==> src/polyphase_interpolating_fir_defines.svh <==
// assertion macros for the polyphase interpolator
// expect clk and arst_n in the scope of use
`ifndef POLYPHASE_INTERPOLATING_FIR_DEFINES_SVH
`define POLYPHASE_INTERPOLATING_FIR_DEFINES_SVH

// antecedent implies consequent in the same cycle
`define PIF_ASSERT_IMPL(lbl, ante, cons, msg) \
	lbl: assert property (@(posedge clk) disable iff (!arst_n) (ante) |-> (cons)) \
		else $error(msg);

// antecedent implies consequent in the next cycle
`define PIF_ASSERT_NEXT(lbl, ante, cons, msg) \
	lbl: assert property (@(posedge clk) disable iff (!arst_n) (ante) |=> (cons)) \
		else $error(msg);

`endif

==> src/pif_ram.sv <==
// generic single-port-write ram with registered read and read enable
// no dependencies
`timescale 1ns / 1ps
module pif_ram #(
	parameter int WIDTH = 16,
	parameter int DEPTH = 16
) (
	input  logic                     clk,
	input  logic                     wr_en,
	input  logic [$clog2(DEPTH)-1:0] wr_addr,
	input  logic [WIDTH-1:0]         wr_data,
	input  logic                     rd_en,
	input  logic [$clog2(DEPTH)-1:0] rd_addr,
	output logic [WIDTH-1:0]         rd_data
);
	logic [WIDTH-1:0] mem [DEPTH];

	always_ff @(posedge clk) begin
		if (wr_en) begin
			mem[wr_addr] <= wr_data;
		end
		if (rd_en) begin
			rd_data <= mem[rd_addr];
		end
	end
endmodule
==> config.mk <==
export PLATFORM = sky130hd
export DESIGN_NAME = pif_ram
export DESIGN_NICKNAME = d
export VERILOG_FILES = /design/src/polyphase_interpolating_fir_defines.svh /design/src/pif_ram.sv
export SDC_FILE = /design/constraint.sdc
export NUM_CORES = 1
export LEC_CHECK = 0
export BUFFER_PORTS_ARGS = -buffer_cell sky130_fd_sc_hd__buf_2
export CAP_MARGIN = 20
export CORE_ASPECT_RATIO = 1.25
export CORE_MARGIN = 5
export CORE_UTILIZATION = 40
export DETAILED_ROUTE_END_ITERATION = 6
export REMOVE_ABC_BUFFERS = 1
export SLEW_MARGIN = 15
export SYNTH_ARGS = -nofsm -noshare
export SYNTH_HDL_FRONTEND = slang
export SYNTH_SLANG_ARGS = --single-unit
export TNS_END_PERCENT = 5
==> constraint.sdc <==
create_clock -name clk -period 3.6 [get_ports clk]
set_input_delay 0.9 -clock clk [delete_from_list [all_inputs] [get_ports clk]]
set_output_delay 0.9 -clock clk [all_outputs]
set_load 0.05 [all_outputs]
==> impl_metrics.csv, run 1 <==
group,metric,value,unit
floorplanning,die_w,153,um
critical_path,worstPathArrival,2530,ps
critical_path,critPathSlowestCell,"mux4_1",
timing,max_freq,0.440,GHz
cts,cts-root-buf,"clkbuf_16",
cts,cts_num_sinks,272,
placed_design,placed_area,0.0110,mm^2
synth,syn-cell-area,0.0102,mm^2
final_layout,nFillCells,2104,
timing,finClkSkew,15.4,ps
final_layout,stdcell_area,0.0118,mm^2
route,drc,0,
grt,grt_use_total,15.1,%
final_layout,antennaDiodeCount,0,
final_layout,drive_gt1_share,33.7,%
power,powerDensity,548,mW/mm^2
route,drt_iter0_markers,421,
synth,syn_inst,432,
critical_path,crit_path_frequent_cell,"buf_4",
route,postRouteWirelength,21600,um
timing,finalCriticalPeriod,2270,ps
cts,post_cts_buffers,0,
placed_design,io_buffers,42,
critical_path,slowest_delay,590,ps
cts,clk_pin_slew,60,ps
timing,slew_headroom,44.2,%
critical_path,crit_path_end_kind,"register",
synth,seq_area_frac_synth,80.0,%
cts,cts_buffers,25,
hold_path,worstHoldPathCells,3,
route,ant_nets,0,
route,wl_per_cell,25.1,um
critical_path,ff2ff_path_depth,3,
floorplanning,rows,65,
synth,yosysMostFrequentCell,"edfxtp_1",
synth,synth-edff-count,272,
placed_design,gp_congestion,0.722,
cts,clock_latency,520,ps
critical_path,reg2reg_slack,2120,ps
run,drv_cap,0,
power,leakagePower,3.80,nW
route,viasPerCell,5.45,
critical_path,cp-start-kind,"input pin",
floorplanning,die_y,189,um
hold_path,min-delay-path-class,"reg -> reg",
critical_path,cp_num_buf_inv,2,
synth,synth_cell_types,18,
grt,grt-ovfl-total,0,
placed_design,place_hpwl,12300,um
grt,grt_pass1_vias,5076,
placed_design,place_ws,735,ps
synth,synth_top_cell_by_area,"edfxtp_1",
route,dr.pass1.iters,4,
critical_path,path_max_fanout,24,
timing,final-max-slew-violation-count,0,
cts,cts_buffer_depth,3,
final_layout,utilization,46.7,%
timing,setup_tns,0,ps
timing,fin_crit_sh,63.1,%
cts,cts_hold_buf,0,
timing,setup_viol,0,
status,status,"finished clean",
cts,cts_tree,"yes",
power,irDropWorstVdd,0.000351,V
critical_path,worst-setup-path-type,"in -> reg",
route,vias,4689,
timing,rsz0062_at_grt,"no",
critical_path,crit_family,"buffers and inverters",
cts,cts.repair.resized,0,
floorplanning,dieArea,0.0288,mm^2
synth,syn_avg_cell_area,23.6,um^2
synth,ys_async_sr_fraction,0,%
cts,htreeDepth,1,
timing,worst_pin_slew,832,ps
final_layout,area.growth.synth_to_final,15.5,%
grt,grt_max_degree,25,
floorplanning,core_area,0.0252,mm^2
synth,yosysTopAreaCellShare,80.0,%
placed_design,placed_cells,817,
synth,synth-main-ff-cell,"edfxtp_1",
floorplanning,ioPinCount,43,
synth,synth.area.top_cells,"edfxtp_1, mux4_2, mux4_1, a22oi_1, nand2_1",
grt,grt_pass1_wl,32600,um
synth,yosys-top-cells-count,"edfxtp_1, mux4_2, a22oi_1",
critical_path,worstPathCellList,"buf_4 > buf_4 > mux4_1 > a22oi_1 > nand2_1",
critical_path,cp.depth,5,
grt,antenna_found_initial,1,
timing,fin_ws,1330,ps
critical_path,crit_required,3860,ps
final_layout,nNetsFinal,536,
synth,ys_seq_elements,272,
timing,final_hold_viol_count,0,
floorplanning,initial_core_util,40.5,%
synth,yosysWarnings,0,
final_layout,fin_cells,860,
## cell type report
type | count | area, um^2 | share of cell area, %
clock buffer | 28 | 637 | 5.41
clock inverter | 15 | 129 | 1.09
multi-input combinational | 139 | 1960 | 16.7
sequential | 272 | 8170 | 69.3
tap | 335 | 419 | 3.56
timing repair buffer | 71 | 468 | 3.97
## placed cells by master, fill, tap and decap left out
| cell | Yosys | routed |
|---|---|---|
| nand3_1 | 1 | 1 |
| mux4_1 | 10 | 10 |
| buf_2 | 3 | 41 |
| a22oi_1 | 32 | 32 |
| nand2_1 | 17 | 17 |
| clkbuf_1 | 8 | 3 |
| buf_12 | 0 | 3 |
| nor2b_1 | 2 | 2 |
| nand2b_1 | 2 | 2 |
| clkinv_1 | 0 | 5 |
| clkinvlp_4 | 0 | 1 |
| clkbuf_16 | 0 | 25 |
| bufinv_16 | 0 | 2 |
| and2_1 | 1 | 1 |
| nor2_2 | 0 | 12 |
| nor2_1 | 13 | 1 |
| nand3b_1 | 2 | 2 |
| mux4_2 | 54 | 54 |
| or3b_2 | 1 | 1 |
| clkinv_2 | 0 | 5 |
| inv_6 | 0 | 2 |
| edfxtp_1 | 272 | 272 |
| nor3_2 | 0 | 4 |
| buf_4 | 3 | 27 |
## report_power, final
| part | total, mW | internal, mW | switching (mW) |
|---|---|---|---|
| logic | 0.366 | 0.133 | 0.234 |
| clock network | 2.51 | 1.41 | 1.10 |
| registers | 3.58 | 3.57 | 0.0176 |
| total | 6.46 | 5.11 | 1.35 |
## flip-flops by register name, indices dropped and copies added (netlist names)
name     flops
rd_data     16
mem        256
## metal layers
metal  GRT usage [%]  vias up  routed length (um)
met5               0        -                  13
li1                -     2004                   -
met1            19.4     2536                8600
met4            3.98        2                 408
met3            1.86       31                 949
met2            27.2      116               11600
## path summary, 6_finish.rpt
kind | startpoint | endpoint
worst max register to register | mem[3][11]$_DFFE_PP_ | rd_data[11]$_DFFE_PP_
worst max-delay path | rd_addr[0] | rd_data[0]$_DFFE_PP_
worst min register to register | mem[4][2]$_DFFE_PP_ | rd_data[2]$_DFFE_PP_
worst min-delay path | mem[4][2]$_DFFE_PP_ | rd_data[2]$_DFFE_PP_
## logic make-up (layout without fill, tap and decap cells)
| logic type | after synthesis | after routing | share of synthesized area, % |
|---|---|---|---|
| and+or+nand+nor | 43 | 43 | 1.89 |
| buffers and inverters | 21 | 114 | 1.21 |
| DFF | 272 | 272 | 80.0 |
| AOI/OAI and AO/OA | 32 | 32 | 2.35 |
| muxes | 64 | 64 | 14.5 |
## through the flow
stage	hold WS (ps)	total power, mW
finish	737	6.46
global route	746	6.69
CTS	728	6.53
detailed placement	729	4.03
global placement	736	4.01
floorplan	710	3.84
## worst min-delay path: cells and delay by family, from the launching register on
| kind | cells | cell delay (ps) |
|---|---|---|
| AO/OA/AOI/OAI | 1 | 60 |
| AND/OR/NAND/NOR | 1 | 60 |
| flip-flops | 1 | 320 |
| multiplexers | 1 | 220 |
No activity file was read; power rests on OpenSTA's default activity.
==> run 2: changes to the inputs <==
==> constraint.sdc (replaced) <==
create_clock -name clk -period 2.35 [get_ports clk]
set_input_delay 0.5875 -clock clk [delete_from_list [all_inputs] [get_ports clk]]
set_output_delay 0.5875 -clock clk [all_outputs]
set_load 0.05 [all_outputs]
==> run 2 against run 1 <==
Net effect: register-to-register slack worse by 1200 ps; combinational power is 57% higher; count of clock-buffer cells in the layout is 2 lower; sequential power is 53% higher; die area stayed put; first-iteration DRC count is 6.9% lower; core utilization is 0.53 points higher; clock power is 56% higher; sequential cell count stayed put; via count is 0.98% lower; non-clock buffer count is 2 higher; critical endpoint is now rd_data[9]; largest power group unchanged; highest routed layer unchanged.
==> impl_metrics.csv, run 2 (synthesis results as in run 1) <==
group,metric,value,unit
floorplanning,initial_core_util,40.5,%
power,combPwrFrac,5.8,%
power,p_sw,2.04,mW
cts,clk_pin_slew,60,ps
route,drt_iter0_markers,392,
timing,max_freq,0.568,GHz
floorplanning,die_y,189,um
timing,finClkSkew,7.64,ps
grt,grt_use_total,15.5,%
power,swShare,20.5,%
critical_path,slowest_delay,370,ps
critical_path,worstPathCellList,"buf_2",
final_layout,antennaDiodeCount,0,
timing,final-max-slew-violation-count,0,
final_layout,area.growth.synth_to_final,16.8,%
final_layout,largestRegisters,"mem: 256 flops, rd_data: 16 flops",
power,p_int,7.95,mW
critical_path,worst-setup-path-type,"reg -> out",
final_layout,largest_reg_flops,256,
critical_path,critPathSlowestCell,"edfxtp_1",
route,ant_nets,0,
timing,finalCriticalPeriod,1760,ps
route,dr.pass1.iters,4,
final_layout,fin_cells,864,
critical_path,worstPathArrival,1170,ps
timing,fin_crit_sh,74.9,%
final_layout,regMostFlops,"mem",
power,p_seq_share,55.0,%
timing,setup_tns,0,ps
critical_path,cp_num_buf_inv,1,
floorplanning,rows,65,
route,postRouteWirelength,22100,um
grt,grt_pass1_vias,5026,
power,irDropWorstVdd,0.000475,V
placed_design,gp_congestion,0.729,
floorplanning,dieArea,0.0288,mm^2
critical_path,crit_path_end_kind,"output port",
timing,final_hold_viol_count,0,
status,status,"finished clean",
cts,cts_buffers,25,
route,viasPerCell,5.37,
final_layout,mostFrequentLayoutCells,"edfxtp_1, mux4_2, buf_2",
grt,grt_pass1_wl,33300,um
critical_path,crit_required,1760,ps
critical_path,crit_family,"flip-flops",
floorplanning,core_area,0.0252,mm^2
hold_path,holdCritStartpoint,"wr_data[9]",
critical_path,crit_start,"rd_data[9]$_DFFE_PP_",
grt,grt_max_degree,29,
power,power,9.99,mW
cts,cts-root-buf,"clkbuf_16",
grt,antenna_found_initial,1,
cts,cts_buffer_depth,3,
hold_path,min-delay-path-class,"in -> reg",
grt,grt-ovfl-total,0,
floorplanning,die_w,153,um
cts,clock_latency,510,ps
cts,cts_num_sinks,272,
critical_path,ff2ff_path_depth,3,
critical_path,path_max_fanout,1,
run,drv_cap,0,
cts,htreeDepth,1,
timing,slew_headroom,26.3,%
timing,rsz0062_at_grt,"no",
timing,setup_viol,0,
hold_path,worstHoldPathCells,1,
placed_design,place_hpwl,12400,um
hold_path,worstHoldEndpoint,"mem[14][9]$_DFFE_PP_",
floorplanning,ioPinCount,43,
critical_path,cp-start-kind,"register",
power,powerDensity,838,mW/mm^2
cts,post_cts_buffers,0,
cts,cts.repair.resized,0,
route,drc,0,
final_layout,drive_gt1_share,34.6,%
timing,worst_pin_slew,1110,ps
placed_design,io_buffers,42,
final_layout,mostFrequentLayoutCell,"edfxtp_1",
route,vias,4643,
power,p_clk_share,39.3,%
critical_path,reg2reg_to,"rd_data[7]$_DFFE_PP_",
power,leakagePower,3.86,nW
route,wl_per_cell,25.6,um
critical_path,reg2reg_slack,890,ps
final_layout,nNetsFinal,538,
critical_path,r2r-start,"mem[2][7]$_DFFE_PP_",
timing,hold_slack,446,ps
placed_design,placed_cells,819,
cts,cts_tree,"yes",
cts,cts_hold_buf,0,
-- run 2: metrics by stage --
stage                     setup WS, ps  utilization, %  instance area [um^2]
after floorplan                   -293               -                 10100
final                              590            47.3                 11900
after global routing               558            47.3                 11900
after CTS                          567            47.3                 11900
after detailed placement           120            44.1                 11100
after global placement             159            44.1                 11100
-- run 2: worst max path at each step --
stage / end / depth (start not counted) / slack, ps
after floorplan: mem[0][0]$_DFFE_PP_ / 2 / -290
after global placement: rd_data[7]$_DFFE_PP_ / 6 / 160
after detailed placement: rd_data[5]$_DFFE_PP_ / 6 / 120
after CTS: rd_data[9] / 1 / 570
after global routing: rd_data[6] / 1 / 560
final: rd_data[9] / 1 / 590
-- run 2: power groups by stage --
stage / combinational (mW) / clock [mW] / sequential [mW]
after floorplan: 0.212 / 0 / 5.67
after global routing: 0.620 / 4.23 / 5.50
final: 0.576 / 3.92 / 5.49
after CTS: 0.590 / 4.01 / 5.49
after detailed placement: 0.588 / 0 / 5.60
after global placement: 0.574 / 0 / 5.59
-- run 2: cell type report --
cell class / count / area [um^2]
flip-flops and latches: 272 / 8170
clock buffers: 26 / 629
well taps: 335 / 419
repair buffers: 73 / 571
multi-input cells: 139 / 1960
fillers: 2083 / 13300
clock inverters: 19 / 166
-- run 2: metal layers --
metal | track usage [%] | vias to the layer above | share of wire (%)
met1 | 19.6 | 2466 | 37
met3 | 2.41 | 22 | 6.5
met5 | 0 | - | 0.059
li1 | - | 2013 | -
met4 | 3.29 | 2 | 1.3
met2 | 28.5 | 140 | 55
